===== config.mk =====
export PLATFORM = sky130hd
export DESIGN_NAME = jpeg_frame_size_scanner
export DESIGN_NICKNAME = d
export VERILOG_FILES = /design/src/jfss_pkg.sv /design/src/jpeg_frame_size_scanner.sv /design/src/jfss_parser.sv
export SDC_FILE = /design/constraint.sdc
export NUM_CORES = 1
export LEC_CHECK = 0
export BUFFER_PORTS_ARGS = -buffer_cell sky130_fd_sc_hd__clkbuf_2
export CAP_MARGIN = 30
export CORE_UTILIZATION = 50
export CTS_CLUSTER_DIAMETER = 60
export DETAILED_ROUTE_END_ITERATION = 12
export PLACE_DENSITY = 0.72
export RECOVER_POWER = 50
export SLEW_MARGIN = 20
export SYNTH_ARGS = -nofsm -noshare
export SYNTH_HDL_FRONTEND = slang
export SYNTH_SLANG_ARGS = --single-unit

===== constraint.sdc =====
create_clock -name clk -period 3.2 [get_ports clk]
set_clock_uncertainty 0.15 [all_clocks]
set_input_delay 0 -clock clk [delete_from_list [all_inputs] [get_ports clk]]
set_output_delay 0 -clock clk [all_outputs]
set_load 0.1 [all_outputs]

===== src/jfss_pkg.sv =====
// ----------------------------------------------------------------------------
// jfss_pkg
// Shared types and constants for the JPEG frame size scanner.
// ----------------------------------------------------------------------------
package jfss_pkg;

  // Width of the byte position counter and of the frame length field.
  localparam int unsigned POS_W = 24;

  // Marker and header byte codes.
  localparam logic [7:0] BYTE_FILL = 8'hFF;
  localparam logic [7:0] MRK_SOI   = 8'hD8;
  localparam logic [7:0] MRK_EOI   = 8'hD9;
  localparam logic [7:0] MRK_RST0  = 8'hD0;
  localparam logic [7:0] MRK_RST7  = 8'hD7;
  localparam logic [7:0] MRK_TEM   = 8'h01;
  localparam logic [7:0] MRK_SOF0  = 8'hC0;

  // Smallest frame length that may hold a start-of-frame segment, minus one.
  localparam logic [POS_W-1:0] MIN_LEN_M1 = POS_W'(8);
  // Distance from a marker to the frame end at or below which the scan gives up.
  localparam logic [POS_W:0]   MARK_GUARD = (POS_W + 1)'(7);

  typedef enum logic [3:0] {
    PH_HDR0,
    PH_HDR1,
    PH_MARK,
    PH_LEN_HI,
    PH_LEN_LO,
    PH_SKIP,
    PH_SOF_LEN_HI,
    PH_SOF_LEN_LO,
    PH_SOF_PREC,
    PH_H_HI,
    PH_H_LO,
    PH_W_HI,
    PH_W_LO,
    PH_HALT
  } phase_t;

  // Result of one frame, handed from the parser to the output stage.
  typedef struct packed {
    logic        found;
    logic [15:0] pic_width;
    logic [15:0] pic_height;
  } frame_res_t;

endpackage


===== src/jpeg_frame_size_scanner.sv =====
// ----------------------------------------------------------------------------
// jpeg_frame_size_scanner
// Finds the baseline start-of-frame segment of a JPEG frame and reports
// the picture width and height once per frame.
// ----------------------------------------------------------------------------
// Output: the result is registered in the output register in the cycle after the
// frame's last word is accepted.
// Throughput: one word per cycle; the input stalls only while a result
// waits in the output register and the output is not ready.
// Reset: synchronous, active low; clears the parse state and the output valid.
module jpeg_frame_size_scanner
  import jfss_pkg::*;
(
  input  logic             clk,
  input  logic             rst_n,
  input  logic             in_valid,
  output logic             in_ready,
  input  logic [7:0]       in_data_byte,
  input  logic [POS_W-1:0] in_frame_length,
  input  logic             in_last_byte,
  output logic             out_valid,
  input  logic             out_ready,
  output logic             out_found,
  output logic [15:0]      out_pic_width,
  output logic [15:0]      out_pic_height
);

  logic       step;
  frame_res_t res;
  logic       out_valid_r;
  frame_res_t out_res_r;

  assign in_ready = !out_valid_r || out_ready;
  assign step     = in_valid && in_ready;

  jfss_parser u_parser (
    .clk          (clk),
    .rst_n        (rst_n),
    .step         (step),
    .data_byte    (in_data_byte),
    .frame_length (in_frame_length),
    .last_byte    (in_last_byte),
    .res          (res)
  );

  // Output register valid.
  always_ff @(posedge clk) begin
    if (!rst_n) begin
      out_valid_r <= 1'b0;
    end else if (step && in_last_byte) begin
      out_valid_r <= 1'b1;
    end else if (out_ready) begin
      out_valid_r <= 1'b0;
    end
  end

  // Output register payload.
  always_ff @(posedge clk) begin
    if (step && in_last_byte) begin
      out_res_r <= res;
    end
  end

  assign out_valid      = out_valid_r;
  assign out_found      = out_res_r.found;
  assign out_pic_width  = out_res_r.pic_width;
  assign out_pic_height = out_res_r.pic_height;

endmodule


===== src/jfss_parser.sv =====
// ----------------------------------------------------------------------------
// jfss_parser
// Marker walker: updates the parse phase on each accepted word and
// presents the frame result that holds after the current word.
// ----------------------------------------------------------------------------
module jfss_parser
  import jfss_pkg::*;
(
  input  logic             clk,
  input  logic             rst_n,
  input  logic             step,
  input  logic [7:0]       data_byte,
  input  logic [POS_W-1:0] frame_length,
  input  logic             last_byte,
  output frame_res_t       res
);

  phase_t           phase_r, phase_nxt;
  logic [POS_W-1:0] pos_r, pos_nxt;
  logic [15:0]      skip_r, skip_nxt;
  logic [7:0]       len_hi_r, len_hi_nxt;
  logic [15:0]      height_r, height_nxt;
  logic [15:0]      width_r, width_nxt;
  logic             found_r, found_nxt;

  logic [15:0]      seg_len;
  logic             past_end;
  logic             near_end;
  logic             no_len_mrk;

  assign seg_len    = {len_hi_r, data_byte};
  assign past_end   = (pos_r >= frame_length);
  assign near_end   = (({1'b0, pos_r} + MARK_GUARD) >= {1'b0, frame_length});
  assign no_len_mrk = (data_byte == MRK_SOI) || (data_byte == MRK_TEM) ||
                      ((data_byte >= MRK_RST0) && (data_byte <= MRK_RST7));

  // Next phase and captured fields for the current word.
  always_comb begin
    phase_nxt  = phase_r;
    skip_nxt   = skip_r;
    len_hi_nxt = len_hi_r;
    height_nxt = height_r;
    width_nxt  = width_r;
    found_nxt  = found_r;
    unique case (phase_r)
      PH_HDR0: begin
        phase_nxt = (data_byte == BYTE_FILL) ? PH_HDR1 : PH_HALT;
      end
      PH_HDR1: begin
        phase_nxt = ((data_byte == MRK_SOI) && (frame_length > MIN_LEN_M1)) ?
                    PH_MARK : PH_HALT;
      end
      PH_MARK: begin
        if (past_end) begin
          phase_nxt = PH_HALT;
        end else if (data_byte == BYTE_FILL) begin
          phase_nxt = PH_MARK;
        end else if (near_end) begin
          phase_nxt = PH_HALT;
        end else if (no_len_mrk) begin
          phase_nxt = PH_MARK;
        end else if (data_byte == MRK_EOI) begin
          phase_nxt = PH_HALT;
        end else begin
          phase_nxt = (data_byte == MRK_SOF0) ? PH_SOF_LEN_HI : PH_LEN_HI;
        end
      end
      PH_LEN_HI: begin
        len_hi_nxt = data_byte;
        phase_nxt  = PH_LEN_LO;
      end
      PH_LEN_LO: begin
        if (seg_len < 16'd2) begin
          phase_nxt = PH_HALT;
        end else if (seg_len == 16'd2) begin
          phase_nxt = PH_MARK;
        end else begin
          skip_nxt  = seg_len - 16'd2;
          phase_nxt = PH_SKIP;
        end
      end
      PH_SKIP: begin
        skip_nxt = skip_r - 16'd1;
        if (skip_r == 16'd1) begin
          phase_nxt = PH_MARK;
        end
      end
      PH_SOF_LEN_HI: begin
        len_hi_nxt = data_byte;
        phase_nxt  = PH_SOF_LEN_LO;
      end
      PH_SOF_LEN_LO: phase_nxt = PH_SOF_PREC;
      PH_SOF_PREC:   phase_nxt = PH_H_HI;
      PH_H_HI: begin
        height_nxt = {data_byte, 8'h00};
        phase_nxt  = PH_H_LO;
      end
      PH_H_LO: begin
        height_nxt = {height_r[15:8], data_byte};
        phase_nxt  = PH_W_HI;
      end
      PH_W_HI: begin
        width_nxt = {data_byte, 8'h00};
        phase_nxt = PH_W_LO;
      end
      PH_W_LO: begin
        width_nxt = {width_r[15:8], data_byte};
        found_nxt = 1'b1;
        phase_nxt = PH_HALT;
      end
      default: phase_nxt = PH_HALT;
    endcase
  end

  // Byte position saturates at all ones.
  assign pos_nxt = (&pos_r) ? pos_r : pos_r + POS_W'(1);

  // Result after this word; only meaningful with last_byte.
  assign res.found      = found_nxt;
  assign res.pic_width  = found_nxt ? width_nxt : 16'd0;
  assign res.pic_height = found_nxt ? height_nxt : 16'd0;

  // Control state; a frame's last word returns it to the reset values.
  always_ff @(posedge clk) begin
    if (!rst_n) begin
      phase_r <= PH_HDR0;
      pos_r   <= '0;
      found_r <= 1'b0;
    end else if (step) begin
      if (last_byte) begin
        phase_r <= PH_HDR0;
        pos_r   <= '0;
        found_r <= 1'b0;
      end else begin
        phase_r <= phase_nxt;
        pos_r   <= pos_nxt;
        found_r <= found_nxt;
      end
    end
  end

  // Captured fields are always written before they are used.
  always_ff @(posedge clk) begin
    if (step) begin
      skip_r   <= skip_nxt;
      len_hi_r <= len_hi_nxt;
      height_r <= height_nxt;
      width_r  <= width_nxt;
    end
  end

endmodule

==> results.tsv <==
stage	metric	value	unit
worst_hold_path	min_path_cells	5	
yosys	synth_warnings	0	
yosys	netlist_instances	747	
run_status	violations	negative setup slack	
sta	holdWs	0.0302	ns
pwr	power	3960	µW
critical_path	reg2reg_slack	-0.03	ns
critical_path	end_kind	flip-flop	
clocking	clock-root-buffer	clkbuf_16	
sta	worst-slew-pin-transition	1.23	ns
sta	slew_violations	0	
critical_path	startpoint	u_parser.pos_r[1]	
clocking	cts_tree	done	
clocking	clock-sinks	119	
floorplanning	die-area	15100	µm²
place	portBuffers	71	
yosys	ys_seq_area_frac	0.449	
drt	wl_met1	7.73	mm
worst_hold_path	min_from	in_last_byte	
global_route	gr-total-overflow	0	
yosys	synth.area.top_cells	edfxtp_1 (37%), ha_1 (9.3%), dfxtp_1 (8.2%)	
floorplanning	die_y	123	µm
sta	min_period	3.23	ns
drt	via_count	6133	
floorplanning	rows	43	
critical_path	worstReg2RegStart	u_parser.pos_r[1]	
pwr	ir_worst_vdd	0.321	mV
yosys	synth_top_area_frac	0.366	
yosys	synth.cell_area	7300	µm²
sta	hold_viol_final	0	
drt	first_pass_iters	5	
pwr	power_density	435	nW/µm²
drt	routedWlPerCell	17.4	µm
drt	top_layer_used	met4	
run_status	outcome	complete, but fails checks	
drt	drc	0	
global_route	grt_pass1_wl	30.0	mm
sta	finalWorstSetupSlack	-0.0272	ns
cells_and_area	diodes	0	
yosys	syn_area_per_cell	9.77	µm²
critical_path	timing.rr.end	u_parser.phase_r[2]	
floorplanning	io_pins	72	
yosys	ys_ff_latch	119	
cells_and_area	layout_commonest_cell	edfxtp_1	
critical_path	ff2ff_path_depth	17	
drt	postRouteAntennaNets	0	
critical_path	path_class	flip-flop to flip-flop	
drt	via_per_inst	5.67	
critical_path	cp-endpoint	u_parser.phase_r[2]	
cells_and_area	drive_above_1_share	0.203	
critical_path	crit_fanout	4	
worst_hold_path	hold_class	input pin to flip-flop	
place	gp_congestion	0.945	
floorplanning	die_w	123	µm
cells_and_area	final_cell_mix	edfxtp_1 (89), nand2_1 (74), nor2_1 (70), buf_4 (59), ha_1 (53)	
clocking	htree_levels	4	
sta	rsz0062_at_grt	yes	
job	drv_cap	0	
cells_and_area	area_growth	24.8	%
place	hpwl	13.6	mm
clocking	clk_path_buf_depth	2	
sta	setup_violations	2	
global_route	first_global_vias	6158	
drt	drtIter0Drc	398	
drt	wl_met2	9.45	mm
critical_path	crit_required	3.35	ns
global_route	antenna_found_initial	0	
clocking	clk_latency	0.42	ns
floorplanning	core_area	14000	µm²
place	dp_cells	1023	
yosys	synthFlopType	edfxtp_1	
drt	wl	18.8	mm
drt	dr_wl_met3	965	µm
clocking	cts_buffers	17	
yosys	synth_nets	838	
floorplanning	initial_core_util	0.520	
yosys	ys_types	62	
critical_path	startpoint_type	flip-flop	
global_route	grt_start_max_net_pins	34	
global_route	grt.total_usage	0.264	
yosys	synth_area_leader_cell	edfxtp_1	
yosys	async_flop_share	0	
cells_and_area	final_cell_count_no_fill	1081	
sta	fmax	310	MHz
sta	relSlewSlack	0.177	
clocking	clkTransAtPathRegs	0.06	ns
cells_and_area	nNetsFinal	980	
pwr	p_leak	0.00372	µW
critical_path	crit_arrival	3.38	ns
yosys	synth_edf_count	89	
sta	fin_crit_sh	1.01	
==> timing repair <==
action / 4_1_cts / 5_1_grt
hold buffers: 13 / 0
hold endpoints to repair: 25 / 0
setup buffers: 6 / 7
resized for setup: 30 / 19
setup endpoints to repair: 4 / 4
pin swaps: 10 / 4
==> critical path: stages, from the launching register on <==
cell and delay (ns):
dfxtp_4 0.39, inv_4 0.05, ha_4 0.16, nand2b_4 0.07, nand2_2 0.06, nor2_2 0.12
buf_4 0.15, nand3_2 0.08, xnor2_1 0.13, ha_1 0.32, a21oi_2 0.17, o21ai_2 0.08
a221oi_2 0.26, nor3_2 0.10, nor4_4 0.33, buf_4 0.19, a31oi_1 0.07, a211o_1 0.23
==> metrics by stage <==
stage | setup TNS (ns) | area, µm² | setup WS (ns) | utilization
2_1_floorplan | 0 | 7340 | 0.00898 | -
3_3_place_gp | -0.146 | 8200 | -0.0504 | 0.584
3_5_place_dp | -0.703 | 8200 | -0.189 | 0.584
4_1_cts | -0.00106 | 9030 | -0.00106 | 0.643
5_1_grt | -0.351 | 9100 | -0.122 | 0.648
6_report | -0.0463 | 9100 | -0.0272 | 0.648
==> power by group <==
| group | internal [µW] | switching, µW | total (µW) |
|---|---|---|---|
| clock network | 1050 | 695 | 1750 |
| logic | 141 | 316 | 458 |
| registers | 1720 | 25.7 | 1750 |
==> layer usage <==
layer,up-vias,track usage
met5,-,0
met4,0,0.144
met3,46,0.0525
met2,215,0.455
met1,2870,0.307
li1,3002,-
==> Yosys cell counts (all sizes together), types with 2 or more instances <==
master / number
xor2: 30
nand2: 75
nand2b: 7
nor3: 21
nor4: 22
ha: 54
a221oi: 2
inv: 39
o2111ai: 2
a22o: 17
o31a: 2
nor2: 74
clkbuf: 22
or3: 8
nand3b: 2
dfxtp: 30
mux2: 8
o221ai: 2
o21ai: 29
xnor2: 36
a31oi: 12
and3: 7
buf: 7
mux2i: 2
and2: 34
nand3: 21
o211a: 2
nand4: 13
and4: 6
a21oi: 33
edfxtp: 89
a211o: 3
nor2b: 6
or4: 5
or2: 2
nor3b: 3
a211oi: 2
a21o: 4
==> state kept, by name, summed over array words and instances (netlist names), 4 cells and up <==
register	flops
u_parser.len_hi_r	8
u_parser.phase_r	4
u_parser.skip_r	16
u_parser.height_r	16
u_parser.pos_r	24
u_parser.width_r	16
out_pic_width	16
out_pic_height	16
==> area by class of cell <==
type                       instances  area (µm²)
timing repair buffer             152         947
tap                              180         225
inverter                          40         154
sequential                       119        3290
clock buffer                      18         429
multi-input combinational        559        3950
fill                            1135        4940
clock inverter                    13         108
==> logic make-up (layout without fill, tap and decap cells) <==
group,after synthesis,in the layout,synth area share
and+or+nand+nor,309,309,0.218
DFF,119,119,0.449
buffers and inverters,69,223,0.0369
xor gates and xnor gates,66,66,0.0792
adders and majority gates,55,55,0.0940
AOI/OAI and AO/OA,119,119,0.108
muxes,10,10,0.0151
==> how the worst min path moves through the flow <==
stage,endpoint,slack [ns]
floorplan,u_parser.len_hi_r[0],-0.05
global placement,out_valid,0.15
detailed placement,out_valid,0.17
CTS,u_parser.phase_r[1],0.02
global route,u_parser.phase_r[1],0.08
finish,u_parser.phase_r[1],0.03
(Power assumes the default switching activity.)
